--- config.mk ---
export PLATFORM = sky130hd
export DESIGN_NAME = bc_texture_block_decoder
export DESIGN_NICKNAME = d
export VERILOG_FILES = /design/src/hw/rtl/bctd_pkg.sv /design/src/hw/rtl/bctd_front.sv /design/src/hw/rtl/bctd_queue.sv /design/src/hw/rtl/bctd_back.sv /design/src/hw/rtl/bc_texture_block_decoder.sv
export SDC_FILE = /design/constraint.sdc
export NUM_CORES = 2
export LEC_CHECK = 0
export ABC_CLOCK_PERIOD_IN_PS = 13400
export BUFFER_PORTS_ARGS = -buffer_cell sky130_fd_sc_hd__buf_2
export CORE_MARGIN = 1
export CORE_UTILIZATION = 60
export CTS_CLUSTER_SIZE = 30
export DETAILED_ROUTE_END_ITERATION = 8
export GPL_TIMING_DRIVEN = 0
export PLACE_DENSITY = 0.77
export SETUP_SLACK_MARGIN = 0.15
export SYNTH_ARGS = -nofsm -noshare
export SYNTH_HDL_FRONTEND = slang
export SYNTH_SLANG_ARGS = --single-unit
--- constraint.sdc ---
create_clock -name clk -period 13.4 [get_ports clk]
set_input_delay 2.01 -clock clk [delete_from_list [all_inputs] [get_ports clk]]
set_output_delay 2.01 -clock clk [all_outputs]
set_load 0.02 [all_outputs]
--- src/hw/rtl/bctd_pkg.sv ---
`timescale 1ns / 1ps
`default_nettype none
package bctd_pkg;

  localparam int unsigned TEXELS     = 16;
  localparam int unsigned CIDX_W     = 2;
  localparam int unsigned AIDX_W     = 3;
  localparam int unsigned TEXEL_W    = 4;
  localparam int unsigned CHAN_W     = 8;
  localparam logic [CHAN_W-1:0] ALPHA_OPAQUE = 8'hFF;
  localparam logic [CHAN_W-1:0] ALPHA_CLEAR  = 8'h00;
  localparam logic [TEXEL_W-1:0] TEXEL_LAST  = 4'd15;

  // Decoded block as it travels from the front to the back.
  typedef struct packed {
    logic [3:0][CHAN_W-1:0]        pal_r;
    logic [3:0][CHAN_W-1:0]        pal_g;
    logic [3:0][CHAN_W-1:0]        pal_b;
    logic [7:0][CHAN_W-1:0]        pal_a;
    logic [TEXELS*CIDX_W-1:0]      color_idx;
    logic [TEXELS*AIDX_W-1:0]      alpha_idx;
    logic                          dxt5;
  } blk_t;

  typedef struct packed {
    logic full;
    logic empty;
  } q_stat_t;

endpackage
`default_nettype wire

--- src/hw/rtl/bctd_front.sv ---
`timescale 1ns / 1ps
`default_nettype none
module bctd_front
  import bctd_pkg::*;
(
  input  wire logic        clk,
  input  wire logic        rst_n,
  input  wire logic        start,
  output logic             busy,
  input  wire logic [63:0] in_color_block,
  input  wire logic [63:0] in_alpha_block,
  input  wire logic        format_mode,
  input  q_stat_t          q_stat,
  output logic             push,
  output blk_t             push_blk
);

  // Reciprocals: exact floor division over the value ranges used here.
  localparam logic [9:0]  RECIP3 = 10'd683;   // x <= 765,  shift 11
  localparam logic [11:0] RECIP7 = 12'd2341;  // x <= 1785, shift 14
  localparam logic [10:0] RECIP5 = 11'd1639;  // x <= 1275, shift 13

  logic        f_valid_r, f_valid_nxt;
  logic [63:0] cb_r, ab_r;
  logic        mode_r;
  logic        accept;

  function automatic logic [7:0] div3(input logic [9:0] x);
    logic [19:0] p;
    p = x * RECIP3;
    return p[18:11];
  endfunction

  function automatic logic [7:0] div7(input logic [10:0] x);
    logic [22:0] p;
    p = x * RECIP7;
    return p[21:14];
  endfunction

  function automatic logic [7:0] div5(input logic [10:0] x);
    logic [21:0] p;
    p = x * RECIP5;
    return p[20:13];
  endfunction

  assign busy   = f_valid_r && q_stat.full;
  assign accept = start && !busy;
  assign push   = f_valid_r && !q_stat.full;
  assign f_valid_nxt = accept || (f_valid_r && !push);

  always_ff @(posedge clk) begin
    if (!rst_n) begin
      f_valid_r <= 1'b0;
    end else begin
      f_valid_r <= f_valid_nxt;
    end
    if (accept) begin
      cb_r   <= in_color_block;
      ab_r   <= in_alpha_block;
      mode_r <= format_mode;
    end
  end

  logic [15:0] c0, c1;
  logic [2:0][7:0] e0, e1;
  logic [7:0] a0, a1;

  assign c0 = cb_r[15:0];
  assign c1 = cb_r[31:16];
  assign a0 = ab_r[7:0];
  assign a1 = ab_r[15:8];

  // Replicate high bits into the low bits: channel 0 red, 1 green, 2 blue.
  assign e0[0] = {c0[15:11], c0[15:13]};
  assign e0[1] = {c0[10:5], c0[10:9]};
  assign e0[2] = {c0[4:0], c0[4:2]};
  assign e1[0] = {c1[15:11], c1[15:13]};
  assign e1[1] = {c1[10:5], c1[10:9]};
  assign e1[2] = {c1[4:0], c1[4:2]};

  always_comb begin
    logic [3:0][7:0] pal [3];
    logic [9:0]  s_a, s_b;
    logic [8:0]  s_m;
    logic [10:0] s7;
    logic [10:0] s5;
    for (int ch = 0; ch < 3; ch++) begin
      s_a = {2'b00, e0[ch]} + {2'b00, e0[ch]} + {2'b00, e1[ch]};
      s_b = {2'b00, e0[ch]} + {2'b00, e1[ch]} + {2'b00, e1[ch]};
      s_m = {1'b0, e0[ch]} + {1'b0, e1[ch]};
      pal[ch][0] = e0[ch];
      pal[ch][1] = e1[ch];
      if (c0 > c1) begin
        pal[ch][2] = div3(s_a);
        pal[ch][3] = div3(s_b);
      end else begin
        pal[ch][2] = s_m[8:1];
        pal[ch][3] = 8'h00;
      end
    end
    push_blk.pal_r = pal[0];
    push_blk.pal_g = pal[1];
    push_blk.pal_b = pal[2];

    push_blk.pal_a[0] = a0;
    push_blk.pal_a[1] = a1;
    for (int k = 2; k < 8; k++) begin
      s7 = 11'((8 - k) * int'(a0) + (k - 1) * int'(a1));
      s5 = 11'(((6 - k) > 0 ? (6 - k) : 0) * int'(a0) + (k - 1) * int'(a1));
      if (a0 > a1) begin
        push_blk.pal_a[k] = div7(s7);
      end else if (k == 6) begin
        push_blk.pal_a[k] = ALPHA_CLEAR;
      end else if (k == 7) begin
        push_blk.pal_a[k] = ALPHA_OPAQUE;
      end else begin
        push_blk.pal_a[k] = div5(s5);
      end
    end

    push_blk.color_idx = cb_r[63:32];
    push_blk.alpha_idx = ab_r[63:16];
    push_blk.dxt5      = mode_r;
  end

endmodule
`default_nettype wire

--- src/hw/rtl/bctd_queue.sv ---
`timescale 1ns / 1ps
`default_nettype none
module bctd_queue
  import bctd_pkg::*;
(
  input  wire logic clk,
  input  wire logic rst_n,
  input  wire logic wr_en,
  input  blk_t      wr_blk,
  input  wire logic rd_en,
  output blk_t      rd_blk,
  output q_stat_t   q_stat
);

  blk_t       mem_r [2];
  logic       wr_ptr_r, rd_ptr_r;
  logic [1:0] cnt_r, cnt_nxt;

  assign q_stat.full  = (cnt_r == 2'd2);
  assign q_stat.empty = (cnt_r == 2'd0);
  assign rd_blk       = mem_r[rd_ptr_r];

  always_comb begin
    cnt_nxt = cnt_r;
    if (wr_en && !rd_en) begin
      cnt_nxt = cnt_r + 2'd1;
    end else if (rd_en && !wr_en) begin
      cnt_nxt = cnt_r - 2'd1;
    end
  end

  always_ff @(posedge clk) begin
    if (!rst_n) begin
      wr_ptr_r <= 1'b0;
      rd_ptr_r <= 1'b0;
      cnt_r    <= 2'd0;
    end else begin
      if (wr_en) begin
        wr_ptr_r <= ~wr_ptr_r;
      end
      if (rd_en) begin
        rd_ptr_r <= ~rd_ptr_r;
      end
      cnt_r <= cnt_nxt;
    end
    if (wr_en) begin
      mem_r[wr_ptr_r] <= wr_blk;
    end
  end

endmodule
`default_nettype wire

--- src/hw/rtl/bctd_back.sv ---
`timescale 1ns / 1ps
`default_nettype none
module bctd_back
  import bctd_pkg::*;
(
  input  wire logic                clk,
  input  wire logic                rst_n,
  input  q_stat_t                  q_stat,
  input  blk_t                     head_blk,
  output logic                     pop,
  output logic                     out_valid,
  output logic [CHAN_W-1:0]        out_red,
  output logic [CHAN_W-1:0]        out_green,
  output logic [CHAN_W-1:0]        out_blue,
  output logic [CHAN_W-1:0]        out_alpha,
  output logic [TEXEL_W-1:0]       out_texel_index,
  output logic                     out_last
);

  logic [TEXEL_W-1:0] cnt_r;
  logic               emit;
  logic [CIDX_W-1:0]  ci;
  logic [AIDX_W-1:0]  ai;
  logic [5:0]         abase;

  logic                out_valid_r;
  logic [CHAN_W-1:0]   red_r, green_r, blue_r, alpha_r;
  logic [TEXEL_W-1:0]  tidx_r;
  logic                last_r;

  assign emit  = !q_stat.empty;
  assign pop   = emit && (cnt_r == TEXEL_LAST);
  assign abase = 6'(cnt_r) * 6'd3;
  assign ci    = head_blk.color_idx[{cnt_r, 1'b0} +: CIDX_W];
  assign ai    = head_blk.alpha_idx[abase +: AIDX_W];

  always_ff @(posedge clk) begin
    if (!rst_n) begin
      cnt_r       <= '0;
      out_valid_r <= 1'b0;
    end else begin
      out_valid_r <= emit;
      if (emit) begin
        cnt_r <= cnt_r + 4'd1;
      end
    end
    // Payload advances with each texel; no reset needed.
    if (emit) begin
      red_r   <= head_blk.pal_r[ci];
      green_r <= head_blk.pal_g[ci];
      blue_r  <= head_blk.pal_b[ci];
      alpha_r <= head_blk.dxt5 ? head_blk.pal_a[ai] : ALPHA_OPAQUE;
      tidx_r  <= cnt_r;
      last_r  <= (cnt_r == TEXEL_LAST);
    end
  end

  assign out_valid       = out_valid_r;
  assign out_red         = red_r;
  assign out_green       = green_r;
  assign out_blue        = blue_r;
  assign out_alpha       = alpha_r;
  assign out_texel_index = tidx_r;
  assign out_last        = last_r;

endmodule
`default_nettype wire

--- src/hw/rtl/bc_texture_block_decoder.sv ---
`timescale 1ns / 1ps
`default_nettype none
// DXT1/DXT5 4x4 block decoder. A block is taken when start is high and busy
// is low; its sixteen texels come out in row-major order, one per cycle,
// each marked by out_valid for a single cycle, with out_last on texel 15.
// The receiver cannot stall: texels must be taken as they appear. The first
// texel of a block passes the front register, is built into its palette on the
// way into a two-block queue, waits there behind any earlier block, and then
// goes through the output register. The back emits one texel per clock while
// the queue holds a block, so a steady stream of blocks leaves no gaps;
// busy rises only when the front holds a block and the queue is full.
// format_mode (cfg port, always ready) is sampled when a block is taken.
module bc_texture_block_decoder
  import bctd_pkg::*;
(
  input  wire logic        clk,
  input  wire logic        rst_n,
  input  wire logic        cfg_valid,
  output logic             cfg_ready,
  input  wire logic        cfg_format_mode,
  input  wire logic        start,
  output logic             busy,
  input  wire logic [63:0] in_color_block,
  input  wire logic [63:0] in_alpha_block,
  output logic             out_valid,
  output logic [7:0]       out_red,
  output logic [7:0]       out_green,
  output logic [7:0]       out_blue,
  output logic [7:0]       out_alpha,
  output logic [3:0]       out_texel_index,
  output logic             out_last
);

  logic    format_mode_r;
  logic    push, pop;
  blk_t    push_blk, head_blk;
  q_stat_t q_stat;

  assign cfg_ready = 1'b1;

  always_ff @(posedge clk) begin
    if (!rst_n) begin
      format_mode_r <= 1'b0;
    end else if (cfg_valid && cfg_ready) begin
      format_mode_r <= cfg_format_mode;
    end
  end

  bctd_front u_front (
    .clk            (clk),
    .rst_n          (rst_n),
    .start          (start),
    .busy           (busy),
    .in_color_block (in_color_block),
    .in_alpha_block (in_alpha_block),
    .format_mode    (format_mode_r),
    .q_stat         (q_stat),
    .push           (push),
    .push_blk       (push_blk)
  );

  bctd_queue u_queue (
    .clk    (clk),
    .rst_n  (rst_n),
    .wr_en  (push),
    .wr_blk (push_blk),
    .rd_en  (pop),
    .rd_blk (head_blk),
    .q_stat (q_stat)
  );

  bctd_back u_back (
    .clk             (clk),
    .rst_n           (rst_n),
    .q_stat          (q_stat),
    .head_blk        (head_blk),
    .pop             (pop),
    .out_valid       (out_valid),
    .out_red         (out_red),
    .out_green       (out_green),
    .out_blue        (out_blue),
    .out_alpha       (out_alpha),
    .out_texel_index (out_texel_index),
    .out_last        (out_last)
  );

endmodule
`default_nettype wire

==> metrics.md <==
| Metric | Value |
|---|---|
| Yosys warning total | 0 |
| Placed cell area | 58,730 µm² |
| IO Count | roughly 170 |
| Slew Limit Fails | 0 |
| FP Rows | ~110 |
| Non-filler cells, final | 6,071 |
| Type of origin of the critical path | register |
| Cell taking the most area after synthesis | edfxtp_1 |
| Max-slew headroom | roughly 16% |
| Placed Cells | ~5,900 |
| CTS resizes | 0 |
| Syn nets | 6,191 |
| CTS HTree Levels | 3 |
| Critical path class | reg2reg |
| Post-route ant nets | 0 |
| Via count | about 35,000 |
| Num CTS Buffers | 67 |
| DRT iter0 DRCs | 2,102 |
| Post-Syn Instances | approximately 4,500 |
| DR vias/cell | 5.773 |
| # port buffers | between 150 and 200 |
| Synthesis-to-layout area growth | 9.438% |
| Final Util | about two thirds |
| TritonRoute pass-1 iters | 7 |
| Min cycle time layout | between 9000 and 10,000 ps |
| CP Max Fanout | 15 |
| Die ar. | 94,340 µm² |
| First-pass GRT wire length | 194,000 µm |
| Largest net degree at the start of global routing | 64 |
| CORE AREA | between 90,000 and 100,000 µm² |
| Layout Skew | about 28 ps |
| Clock Tree Root | clkbuf_16 |
| Worst Tran Pin Value | around 1300 ps |
| Dpl hpwl | 96,330 µm |
| Required @ worst endpoint | 13,720 ps |
| WL final | about 120,000 µm |
| Nets | approximately 6,500 |
| GRT Total Usage | about a quarter |
| Area of the multi-input gates | about 34,000 µm² |
| Clock Path Buffers | 3 |
| TritonCTS clock tree | done |
| Die height | between 300 and 400 µm |
| Hold-fix buffer count after cts | 0 |
| Status | finished, final reports clean |
| Chip width | 307.1 µm |
| GPL Wtd Cong | about 0.90 |
| Post-synth EDFFs | 616 |
| Routed len/inst | 20.05 µm |
| Synth top area cells | edfxtp_1 33%, ha_1 26%, fa_1 14% |
| Final Instance Area | between 60,000 and 70,000 µm² |
| Synth async-reset ratio | 0% |
| Library cells used by synthesis | 73 |
| Post-synthesis register bit count | around 630 |
| RSZ-0062 raised after global routing | false |
| Hold WC Path Type | reg2reg |
| Synth Cell Area | between 50,000 and 60,000 µm² |
| Sequential cell area | ~19,000 µm² |
| Top-area cell type share of the netlist area | 33.11% |
| Vias in the first global route | about 37,000 |
| Share of cells above drive strength 1 | about a tenth |
| Most frequent cells after synthesis | 1,162 x ha_1, 754 x inv_1, 616 x edfxtp_1 |
| Setup crit end kind | register |
| Syn avg cell area | 12.38 µm² |
| Clock sink count | around 630 |
| Setup-failing EPs final | 0 |
| Tcrit/Tclk final | roughly 69% |
| Count leader, synth | ha_1 |
| Sequential share of the synthesized area | between 30% and 40% |
| # DRC | 0 |
| Max Freq | 107.9 MHz |
| WP data arrival | 9590 ps |
| Top_reg_cell synth | edfxtp_1 |
| Max Cap Viol | 0 |
| GR Overflow Total | 0 |
| Post-CTS setup buffers | 0 |
| Initial antenna violation count | 8 |
| FILL cells | between 6,000 and 7,000 |
| Hold Violations, Final | 0 |
| Clock transition at the registers of the reported paths | about 80 ps |
| Clk Latency, worst-skew pair | between 600 and 700 ps |
| Starting Density | roughly three fifths |
critical path: stages, from the launching register on:
cell      delay (ps)
edfxtp_1         840
ha_1             550
fa_1             450
a21o_1           220
a21o_1           230
and4_1           210
nor3_1           790
ha_1             420
xor2_1           440
ha_1             280
inv_1            110
fa_1             540
inv_1             60
fa_1             520
fa_1             560
inv_1             60
fa_1             550
inv_1             50
ha_1             320
nor2b_1          140
o21ai_0          220
nand2b_1         100
o31ai_1          450
nand2b_1         160
a21oi_1          210
xor2_1           290
a21oi_1          170
worst paths after layout:
check	startpoint	to	slack (ps)	cells past startpoint
min reg2reg	u_front.ab_r[41]$_DFFE_PP_	u_queue.mem_r[1][26]$_DFFE_PP_	420	0
min	u_front.ab_r[41]$_DFFE_PP_	u_queue.mem_r[1][26]$_DFFE_PP_	420	0
max	u_front.ab_r[9]$_DFFE_PP_	u_queue.mem_r[0][117]$_DFFE_PP_	4130	26
max reg2reg	u_front.ab_r[9]$_DFFE_PP_	u_queue.mem_r[0][117]$_DFFE_PP_	4130	26
sequential cells by signal (all words and copies together) (netlist names), named ones only:
signal and count:
format_mode_r 1, u_back.cnt_r 4, u_back.out_alpha 8, u_back.out_blue 8, u_back.out_green 8, u_back.out_last 1, u_back.out_red 8, u_back.out_texel_index 4
u_back.out_valid 1, u_front.ab_r 64, u_front.cb_r 64, u_front.f_valid_r 1, u_front.mode_r 1, u_queue.cnt_r 2, u_queue.mem_r 450, u_queue.rd_ptr_r 1
u_queue.wr_ptr_r 1
area by class of cell:
type                       count  area share [%]
antenna                        5         0.02046
timing repair buffer         190           2.108
sequential                   628           30.65
tap                         1243           2.544
clock inverter                42           1.070
inverter                     754           4.629
buffer                        50          0.4584
multi-input combinational   3080           55.67
clock buffer                  79           2.849
cells in the final DEF (no fill, tap or decap), drive strengths merged, types with 9 or more instances in the layout:
cell     synthesis  layout
nor3            53      53
o2111ai          9       9
clkbuf          19      98
edfxtp         616     616
or3              9       9
o21a            28      28
o211ai          10      10
bufinv           0      11
a22o            10      10
and2            21      21
ha            1162    1162
o22ai            9       9
clkinv           0      20
inv            754     759
a31oi           13      13
o31ai           11      11
nand3           30      30
a211oi          16      16
o21bai          61      61
fa             384     384
and3            18      18
mux2            15      15
dfxtp           12      12
nand2b          23      23
mux4           113     113
o21ai          135     135
xnor2          198     198
xor2            96      96
a21o            81      81
mux2i           32      32
nor2b           30      30
a21oi          192     192
buf             31     221
nand2          108     108
nor2           125     125
per-layer routing:
layer  routed length [µm]  global-route usage (%)
met5                   75                       0
met1                52470                   35.74
met2                58620                   44.81
met4                 3089                   6.826
met3                 7455                   3.763
cells by family (layout without fill, tap and decap cells):
group,Yosys count,count (layout),share of synthesized area [%]
DFF,628,628,33.54
xor gates and xnor gates,294,294,4.609
AOI/OAI and AO/OA,627,627,7.113
and+or+nand+nor,452,452,3.917
adders and majority gates,1546,1546,39.78
buffers and inverters,804,1115,5.568
other,1,6,0.006712
muxes,160,160,5.460
metrics by stage:
stage	TNS, ps	worst slack (ps)	hold WS [ps]
3_5_place_dp	0	4242	410.8
6_report	0	4133	424.7
5_1_grt	0	3663	442.8
2_1_floorplan	0	2614	402.9
3_3_place_gp	-579400	-2608	410.6
4_1_cts	0	4169	433.8
Power is left out: the tool's default activity adds up to more than one toggle a clock period on the data nets, which glitch-free logic cannot reach.
